--- src/assert_macros.svh ---
// ----------------------------------------------------------------------------
// Assertion macros
// Concurrent assertion forms for the list store datapath.
// ----------------------------------------------------------------------------
`ifndef ASSERT_MACROS_SVH
`define ASSERT_MACROS_SVH

// Checks a property on every rising clock edge outside reset.
`define ASSERT_CLK(lbl, clk, rst_n, prop, msg) \
	lbl: assert property (@(posedge clk) disable iff (!rst_n) (prop)) else $error(msg);

// Checks that a condition never holds outside reset.
`define ASSERT_NEVER(lbl, clk, rst_n, cond, msg) \
	lbl: assert property (@(posedge clk) disable iff (!rst_n) !(cond)) else $error(msg);

`endif

--- src/dels_pkg.sv ---
// ----------------------------------------------------------------------------
// dels_pkg
// Types and constants shared by the double-ended list store modules.
// ----------------------------------------------------------------------------
package dels_pkg;

	localparam int DEF_CAPACITY   = 64;
	localparam int DEF_ELEM_WIDTH = 32;

	localparam int CMD_W   = 3;
	localparam int DATA_W  = 32;
	localparam int INDEX_W = 6;
	localparam int STAT_W  = 2;
	localparam int COUNT_W = 7;

	typedef enum logic [CMD_W-1:0] {
		CMD_INS_HEAD = 3'd0,
		CMD_INS_TAIL = 3'd1,
		CMD_REM_HEAD = 3'd2,
		CMD_REM_TAIL = 3'd3,
		CMD_READ     = 3'd4
	} cmd_e;

	typedef enum logic [STAT_W-1:0] {
		ST_OK    = 2'd0,
		ST_FULL  = 2'd1,
		ST_EMPTY = 2'd2,
		ST_RANGE = 2'd3
	} stat_e;

	typedef struct packed {
		logic [CMD_W-1:0]   command;
		logic [DATA_W-1:0]  element_data;
		logic [INDEX_W-1:0] read_index;
	} cmd_item_t;

	typedef struct packed {
		logic [STAT_W-1:0]  status;
		logic [COUNT_W-1:0] element_count;
		logic [DATA_W-1:0]  head_data;
		logic [DATA_W-1:0]  tail_data;
		logic [DATA_W-1:0]  read_data;
	} rsp_item_t;

	typedef enum logic [2:0] {
		S_IDLE,
		S_EXEC,
		S_RD_IDX,
		S_RD_HEAD,
		S_RD_TAIL,
		S_DONE
	} state_e;

	typedef enum logic [1:0] {
		RSEL_IDX,
		RSEL_HEAD,
		RSEL_TAIL
	} rsel_e;

	typedef struct packed {
		logic  latch;
		logic  exec;
		rsel_e rd_sel;
		logic  cap_read;
		logic  cap_head;
		logic  load_out;
	} ctrl_cmd_t;

	typedef struct packed {
		logic out_full;
	} dp_stat_t;

endpackage

--- src/dels_ctrl.sv ---
// ----------------------------------------------------------------------------
// dels_ctrl
// Sequencer that steps one item through update, three reads and result load.
// ----------------------------------------------------------------------------
module dels_ctrl (
	input  logic                clk,
	input  logic                arst_n,
	input  logic                cmd_valid,
	output logic                cmd_ready,
	input  logic                rsp_ready,
	input  dels_pkg::dp_stat_t  stat,
	output dels_pkg::ctrl_cmd_t ctrl
);
	import dels_pkg::*;

	state_e state_q;
	state_e state_nxt;

	always_ff @(posedge clk or negedge arst_n) begin
		if (!arst_n) begin
			state_q <= S_IDLE;
		end else begin
			state_q <= state_nxt;
		end
	end

	always_comb begin
		state_nxt = state_q;
		case (state_q)
			S_IDLE: begin
				if (cmd_valid) state_nxt = S_EXEC;
			end
			S_EXEC:    state_nxt = S_RD_IDX;
			S_RD_IDX:  state_nxt = S_RD_HEAD;
			S_RD_HEAD: state_nxt = S_RD_TAIL;
			S_RD_TAIL: state_nxt = S_DONE;
			S_DONE: begin
				if (!stat.out_full || rsp_ready) state_nxt = S_IDLE;
			end
			default:   state_nxt = S_IDLE;
		endcase
	end

	always_comb begin
		cmd_ready     = 1'b0;
		ctrl          = '0;
		ctrl.rd_sel   = RSEL_IDX;
		case (state_q)
			S_IDLE: begin
				cmd_ready  = 1'b1;
				ctrl.latch = cmd_valid;
			end
			S_EXEC: begin
				ctrl.exec = 1'b1;
			end
			S_RD_IDX: begin
				ctrl.rd_sel = RSEL_IDX;
			end
			S_RD_HEAD: begin
				ctrl.rd_sel   = RSEL_HEAD;
				ctrl.cap_read = 1'b1;
			end
			S_RD_TAIL: begin
				ctrl.rd_sel   = RSEL_TAIL;
				ctrl.cap_head = 1'b1;
			end
			S_DONE: begin
				// The tail word stays on the read port while the result waits.
				ctrl.rd_sel   = RSEL_TAIL;
				ctrl.load_out = !stat.out_full || rsp_ready;
			end
			default: begin
				cmd_ready = 1'b0;
			end
		endcase
	end

endmodule

--- src/dels_dp.sv ---
// ----------------------------------------------------------------------------
// dels_dp
// Circular element memory with head pointer, count and result register.
// ----------------------------------------------------------------------------
`include "assert_macros.svh"

module dels_dp #(
	parameter int CAPACITY   = dels_pkg::DEF_CAPACITY,
	parameter int ELEM_WIDTH = dels_pkg::DEF_ELEM_WIDTH
) (
	input  logic                clk,
	input  logic                arst_n,
	input  dels_pkg::cmd_item_t cmd,
	input  dels_pkg::ctrl_cmd_t ctrl,
	output dels_pkg::dp_stat_t  stat,
	output logic                rsp_valid,
	input  logic                rsp_ready,
	output dels_pkg::rsp_item_t rsp
);
	import dels_pkg::*;

	localparam int AW = (CAPACITY > 1) ? $clog2(CAPACITY) : 1;
	localparam int CW = $clog2(CAPACITY + 1);
	localparam int XW = ((CW > INDEX_W) ? CW : INDEX_W) + 1;
	localparam int SW = (ELEM_WIDTH < DATA_W) ? ELEM_WIDTH : DATA_W;

	logic [SW-1:0] mem [CAPACITY];

	cmd_item_t     cmd_q;
	logic [AW-1:0] hp_q;
	logic [CW-1:0] cnt_q;
	logic [STAT_W-1:0] status_q;
	logic          rd_ok_q;
	logic [SW-1:0] mem_rd_q;
	logic [SW-1:0] rdata_q;
	logic [SW-1:0] head_q;
	rsp_item_t     rsp_q;
	logic          rsp_valid_q;

	logic          is_full;
	logic          is_empty;
	logic          idx_ok;
	logic [AW-1:0] hp_inc;
	logic [AW-1:0] hp_dec;
	logic [AW-1:0] idx_addr;
	logic [AW-1:0] tail_addr;
	logic [AW-1:0] append_addr;
	logic [AW-1:0] rd_addr;
	logic          wr_en;
	logic [AW-1:0] wr_addr;
	logic [STAT_W-1:0] status_nxt;

	function automatic logic [AW-1:0] wrap(input logic [XW-1:0] s);
		logic [XW-1:0] r;
		r = (s >= XW'(CAPACITY)) ? (s - XW'(CAPACITY)) : s;
		return r[AW-1:0];
	endfunction

	assign is_full     = (cnt_q == CW'(CAPACITY));
	assign is_empty    = (cnt_q == '0);
	assign idx_ok      = (XW'(cmd_q.read_index) < XW'(cnt_q));
	assign hp_inc      = (hp_q == AW'(CAPACITY - 1)) ? '0 : hp_q + 1'b1;
	assign hp_dec      = (hp_q == '0) ? AW'(CAPACITY - 1) : hp_q - 1'b1;
	assign idx_addr    = wrap(XW'(hp_q) + XW'(cmd_q.read_index));
	assign tail_addr   = wrap(XW'(hp_q) + XW'(cnt_q) - XW'(1));
	assign append_addr = wrap(XW'(hp_q) + XW'(cnt_q));

	always_comb begin
		case (ctrl.rd_sel)
			RSEL_IDX:  rd_addr = idx_addr;
			RSEL_HEAD: rd_addr = hp_q;
			RSEL_TAIL: rd_addr = tail_addr;
			default:   rd_addr = hp_q;
		endcase
	end

	always_comb begin
		wr_en      = 1'b0;
		wr_addr    = append_addr;
		status_nxt = ST_OK;
		case (cmd_q.command)
			CMD_INS_HEAD: begin
				status_nxt = is_full ? ST_FULL : ST_OK;
				wr_en      = ctrl.exec && !is_full;
				wr_addr    = hp_dec;
			end
			CMD_INS_TAIL: begin
				status_nxt = is_full ? ST_FULL : ST_OK;
				wr_en      = ctrl.exec && !is_full;
				wr_addr    = append_addr;
			end
			CMD_REM_HEAD, CMD_REM_TAIL: begin
				status_nxt = is_empty ? ST_EMPTY : ST_OK;
			end
			CMD_READ: begin
				status_nxt = idx_ok ? ST_OK : ST_RANGE;
			end
			default: begin
				status_nxt = ST_OK;
			end
		endcase
	end

	always_ff @(posedge clk) begin
		if (wr_en) mem[wr_addr] <= SW'(cmd_q.element_data);
		mem_rd_q <= mem[rd_addr];
	end

	always_ff @(posedge clk) begin
		if (ctrl.latch) cmd_q <= cmd;
		if (ctrl.exec) begin
			status_q <= status_nxt;
			rd_ok_q  <= (cmd_q.command == CMD_READ) && idx_ok;
		end
		if (ctrl.cap_read) rdata_q <= mem_rd_q;
		if (ctrl.cap_head) head_q <= mem_rd_q;
	end

	always_ff @(posedge clk or negedge arst_n) begin
		if (!arst_n) begin
			hp_q  <= '0;
			cnt_q <= '0;
		end else if (ctrl.exec) begin
			case (cmd_q.command)
				CMD_INS_HEAD: begin
					if (!is_full) begin
						hp_q  <= hp_dec;
						cnt_q <= cnt_q + 1'b1;
					end
				end
				CMD_INS_TAIL: begin
					if (!is_full) cnt_q <= cnt_q + 1'b1;
				end
				CMD_REM_HEAD: begin
					if (!is_empty) begin
						hp_q  <= hp_inc;
						cnt_q <= cnt_q - 1'b1;
					end
				end
				CMD_REM_TAIL: begin
					if (!is_empty) cnt_q <= cnt_q - 1'b1;
				end
				default: begin
					cnt_q <= cnt_q;
				end
			endcase
		end
	end

	always_ff @(posedge clk) begin
		if (ctrl.load_out) begin
			rsp_q.status        <= status_q;
			rsp_q.element_count <= COUNT_W'(cnt_q);
			rsp_q.head_data     <= is_empty ? '0 : DATA_W'(head_q);
			rsp_q.tail_data     <= is_empty ? '0 : DATA_W'(mem_rd_q);
			rsp_q.read_data     <= rd_ok_q ? DATA_W'(rdata_q) : '0;
		end
	end

	always_ff @(posedge clk or negedge arst_n) begin
		if (!arst_n) begin
			rsp_valid_q <= 1'b0;
		end else if (ctrl.load_out) begin
			rsp_valid_q <= 1'b1;
		end else if (rsp_ready) begin
			rsp_valid_q <= 1'b0;
		end
	end

	assign stat.out_full = rsp_valid_q;
	assign rsp_valid     = rsp_valid_q;
	assign rsp           = rsp_q;

	`ASSERT_CLK(a_cnt_bound, clk, arst_n, cnt_q <= CW'(CAPACITY), "Count exceeds capacity.")
	`ASSERT_CLK(a_full_status, clk, arst_n, (ctrl.load_out && status_q == ST_FULL) |-> is_full, "Full status with free room.")
	`ASSERT_CLK(a_empty_status, clk, arst_n, (ctrl.load_out && status_q == ST_EMPTY) |-> is_empty, "Empty status with elements held.")
	`ASSERT_NEVER(a_load_overwrite, clk, arst_n, ctrl.load_out && rsp_valid_q && !rsp_ready, "Result overwritten before taken.")

endmodule

--- src/double_ended_list_store_unit.sv ---
// ----------------------------------------------------------------------------
// double_ended_list_store_unit
// Fixed-capacity double-ended list with indexed read, one result per item.
// ----------------------------------------------------------------------------
// Each item first updates the head pointer, count and memory; then the single
// read port of the element memory fetches the indexed word, the head word and
// the tail word in turn, and last the result register is loaded. The next item
// is accepted only after that. A finished result waits in its own register, so
// the block only holds off when a second result is ready before the first is
// taken.
// No clearing pass follows reset.
module double_ended_list_store_unit #(
	parameter int CAPACITY   = dels_pkg::DEF_CAPACITY,
	parameter int ELEM_WIDTH = dels_pkg::DEF_ELEM_WIDTH
) (
	input  logic                clk,
	input  logic                arst_n,
	input  logic                cmd_valid,
	output logic                cmd_ready,
	input  dels_pkg::cmd_item_t cmd,
	output logic                rsp_valid,
	input  logic                rsp_ready,
	output dels_pkg::rsp_item_t rsp
);
	import dels_pkg::*;

	ctrl_cmd_t ctrl;
	dp_stat_t  stat;

	dels_ctrl u_ctrl (
		.clk       (clk),
		.arst_n    (arst_n),
		.cmd_valid (cmd_valid),
		.cmd_ready (cmd_ready),
		.rsp_ready (rsp_ready),
		.stat      (stat),
		.ctrl      (ctrl)
	);

	dels_dp #(
		.CAPACITY   (CAPACITY),
		.ELEM_WIDTH (ELEM_WIDTH)
	) u_dp (
		.clk       (clk),
		.arst_n    (arst_n),
		.cmd       (cmd),
		.ctrl      (ctrl),
		.stat      (stat),
		.rsp_valid (rsp_valid),
		.rsp_ready (rsp_ready),
		.rsp       (rsp)
	);

endmodule

--- config.mk ---
export PLATFORM = sky130hd
export DESIGN_NAME = double_ended_list_store_unit
export DESIGN_NICKNAME = d
export VERILOG_FILES = /design/src/dels_pkg.sv /design/src/dels_ctrl.sv /design/src/dels_dp.sv /design/src/double_ended_list_store_unit.sv
export VERILOG_INCLUDE_DIRS = /design/src /design/src/src
export SDC_FILE = /design/constraint.sdc
export NUM_CORES = 2
export LEC_CHECK = 0
export BUFFER_PORTS_ARGS = -buffer_cell sky130_fd_sc_hd__buf_2
export CORE_MARGIN = 5
export CORE_UTILIZATION = 40
export CTS_CLUSTER_DIAMETER = 40
export DETAILED_ROUTE_END_ITERATION = 7
export SYNTH_ARGS = -nofsm -noshare
export SYNTH_HDL_FRONTEND = slang
export SYNTH_HIERARCHICAL = 1
export SYNTH_SLANG_ARGS = --single-unit
export TNS_END_PERCENT = 20
--- constraint.sdc ---
create_clock -name clk -period 9.7 [get_ports clk]
set_input_delay 0.485 -clock clk [delete_from_list [all_inputs] [get_ports clk]]
set_output_delay 0.485 -clock clk [all_outputs]
set_load 0.02 [all_outputs]
==> impl_metrics.ini <==
[synthesis]
seq_area_frac_synth = 0.756
ys_ff_latch = 2310
async_flop_share = 0.00736
yosysWarningCount = 6
synthFlopType = edfxtp_1
yosys-top-cells-count = 2261 x edfxtp_1, 2075 x nand2_1, 1038 x nand3_1
syn-cell-area_um2 = 91200
syn_inst = 6988
synth_edf_count = 2261
yosysMostFrequentCell = edfxtp_1
synth_top_cell_by_area = edfxtp_1
syn-num-nets = 7060
yosysTopAreaCellShare = 0.745
synth.distinct_cells = 69
yosys-top-cells-area = edfxtp_1 74%, nand2_1 8.5%, nand3_1 5.7%
syn_area_per_cell_um2 = 13.0

[critical_path]
rr_endpoint = u_dp/mem_rd_q[19]$_DFF_P_
critPathCapture = u_dp/mem_rd_q[19]$_DFF_P_
cp-start-kind = register
worst-r2r-setup-slack_ps = 4010
cp-startpoint = u_ctrl/state_q[2]$_DFFE_PN0P_
cp.arrival_ps = 6520
required_ps = 10530
r2r-start = u_ctrl/state_q[2]$_DFFE_PN0P_
cp_max_fo = 129
r2r_cells = 10
crit_type = reg -> reg
crit_path_end_kind = register

[sta]
hold_viol_final = 0
grt_setup_unrepaired = no
setup_violations = 0
max_slew_margin = 0.115
finalCritPeriodShare = 0.587
worst_slew_pin_slew_ps = 1310
clock_skew_ps = 59.5
finalMaxSlewViolations = 0
fin_crit_ps = 5690
fin_setup_tns_ps = 0
fmax_ghz = 0.176

[place]
numPortBuffers = 151
gp_congestion = 0.828
dp_hpwl_um = 141000

[routing]
vias = 60500
drt_first_iter_violations = 8388
drc = 0
postRouteAntennaNets = 0
routed_via_density = 5.79
wl_per_cell_um = 27.0
routed_wl_um = 282000
drt-pass1-iter-count = 6

[finish]
nFillCells = 19500
drive_gt1_frac = 0.121
finalNetCount = 7237
area_growth_syn_to_layout_pct = 17.1

[floorplan]
die_area_um2 = 238000
core_um2 = 227000
die-width_um = 487
rows = 175
io_pins = 152
initial_core_util = 0.402
die_h_um = 487

[clock_tree]
postCtsSetupBuffers = 0
root_buffer = clkbuf_16
clk_pin_slew_ps = 60
clkSinkCount = 2310
clk_path_buf_depth = 4
cts_made_buffers = 325
cts_tree = yes
clk-insertion-delay-late_ps = 950
h-tree-depth = 5
ctsResizeCount = 0

[global_route]
grt_max_degree = 192
grt_use_total = 0.232
grt_pass1_vias = 57200
grt_overflow = 0
antenna_found_initial = 29
grt_pass1_wl_um = 404000

[status]
status = finished clean

[flow_run]
drv_cap = 0

[min_path]
hold_class = in -> async
area by class of cell:
class                           instances  area [µm²]  area share
Multi-Input combinational cell       4168       20700       0.194
Inverter                               15        56.3    0.000527
Timing Repair Buffer                  345        2550      0.0239
Tap cell                             3009        3760      0.0353
Clock inverter                        200        2330      0.0218
Antenna cell                           17        42.5    0.000398
Clock buffer                          370        8410      0.0788
Sequential cell                      2310       69000       0.646
kinds of logic (layout without fill, tap and decap cells):
| kind of cell | count (synthesis) | count (layout) | share of synthesized area |
|---|---|---|---|
| other | 0 | 17 | 0 |
| flip-flops | 2310 | 2310 | 0.756 |
| multiplexers | 3 | 3 | 0.000384 |
| AO/OA/AOI/OAI | 221 | 221 | 0.0192 |
| AND/OR/NAND/NOR | 3900 | 3900 | 0.195 |
| adder cells (fa/ha/maj) | 27 | 27 | 0.00395 |
| buffers and inverters | 510 | 930 | 0.0234 |
| XOR/XNOR | 17 | 17 | 0.00172 |
registers in the layout, summed over array words and instances, names as in the netlist:
name	flops
u_dp/rd_ok_q	1
u_dp/rsp_valid	1
u_dp/cnt_q	7
u_dp/cmd_q	41
u_dp/head_q	32
u_dp/status_q	2
u_dp/rsp	105
u_dp/hp_q	6
u_dp/rdata_q	32
u_ctrl/state_q	3
u_dp/mem_rd_q	32
u_dp/mem	2048
worst min-delay path by stage:
stage	startpoint	end	slack, ps	cells past startpoint
6_report	arst_n	u_dp/rsp_valid$_DFFE_PN0P_	50	2
2_1_floorplan	arst_n	u_ctrl/state_q[0]$_DFFE_PN0P_	190	0
3_3_place_gp	u_dp/status_q[0]$_DFFE_PP_	u_dp/rsp[103]$_DFFE_PP_	420	0
5_1_grt	arst_n	u_dp/rsp_valid$_DFFE_PN0P_	60	2
3_5_place_dp	u_dp/status_q[0]$_DFFE_PP_	u_dp/rsp[103]$_DFFE_PP_	420	0
4_1_cts	arst_n	u_dp/rsp_valid$_DFFE_PN0P_	20	2
routing by layer:
layer,GRT usage,up-vias,routed length (µm)
met5,0,-,74
met4,0.0889,10,10800
met3,0.0575,624,31600
met2,0.350,3577,125000
met1,0.325,30000,114000
li1,-,26200,-
metrics by stage:
stage / utilization / cells / hold WS [ps] / setup WS [ps] / instance area, µm²
floorplan: - / 6988 / 189 / 5660 / 91200
global placement: 0.421 / 9803 / 422 / 4170 / 95600
detailed placement: 0.421 / 9803 / 420 / 4180 / 95600
CTS: 0.470 / 10400 / 19.0 / 4170 / 107000
global route: 0.470 / 10400 / 59.2 / 3730 / 107000
finish: 0.470 / 10400 / 46.6 / 4010 / 107000
what timing repair did:
item	in CTS	in global routing
endpoints found under the hold margin	60	0
endpoints found under the setup margin	0	0
hold buffers	44	0
critical path, stage by stage, from the launching register on:
cell and delay, ps:
dfrtp_1 520, nor2b_4 420, nor2b_1 330, o31a_2 900, buf_12 550, buf_4 910, nand2_1 140, nand3_1 160
nand4_1 130, a41oi_1 1040, or4_1 270
cells in the final DEF (no fill, tap or decap), types with 36 or more instances in the layout:
cell           instances
dlygate4sd3_1         44
a41oi_1              128
edfxtp_1            2261
nand2_1             2074
buf_4                132
bufinv_16             39
nor2_4                64
inv_6                 41
nand3_1             1037
nand4_1              517
buf_2                151
clkbuf_1              36
clkbuf_16            327
nor2b_1               72
Power is not shown: default switching activity piles up to over one toggle a cycle in this logic, so the estimate is an artifact.
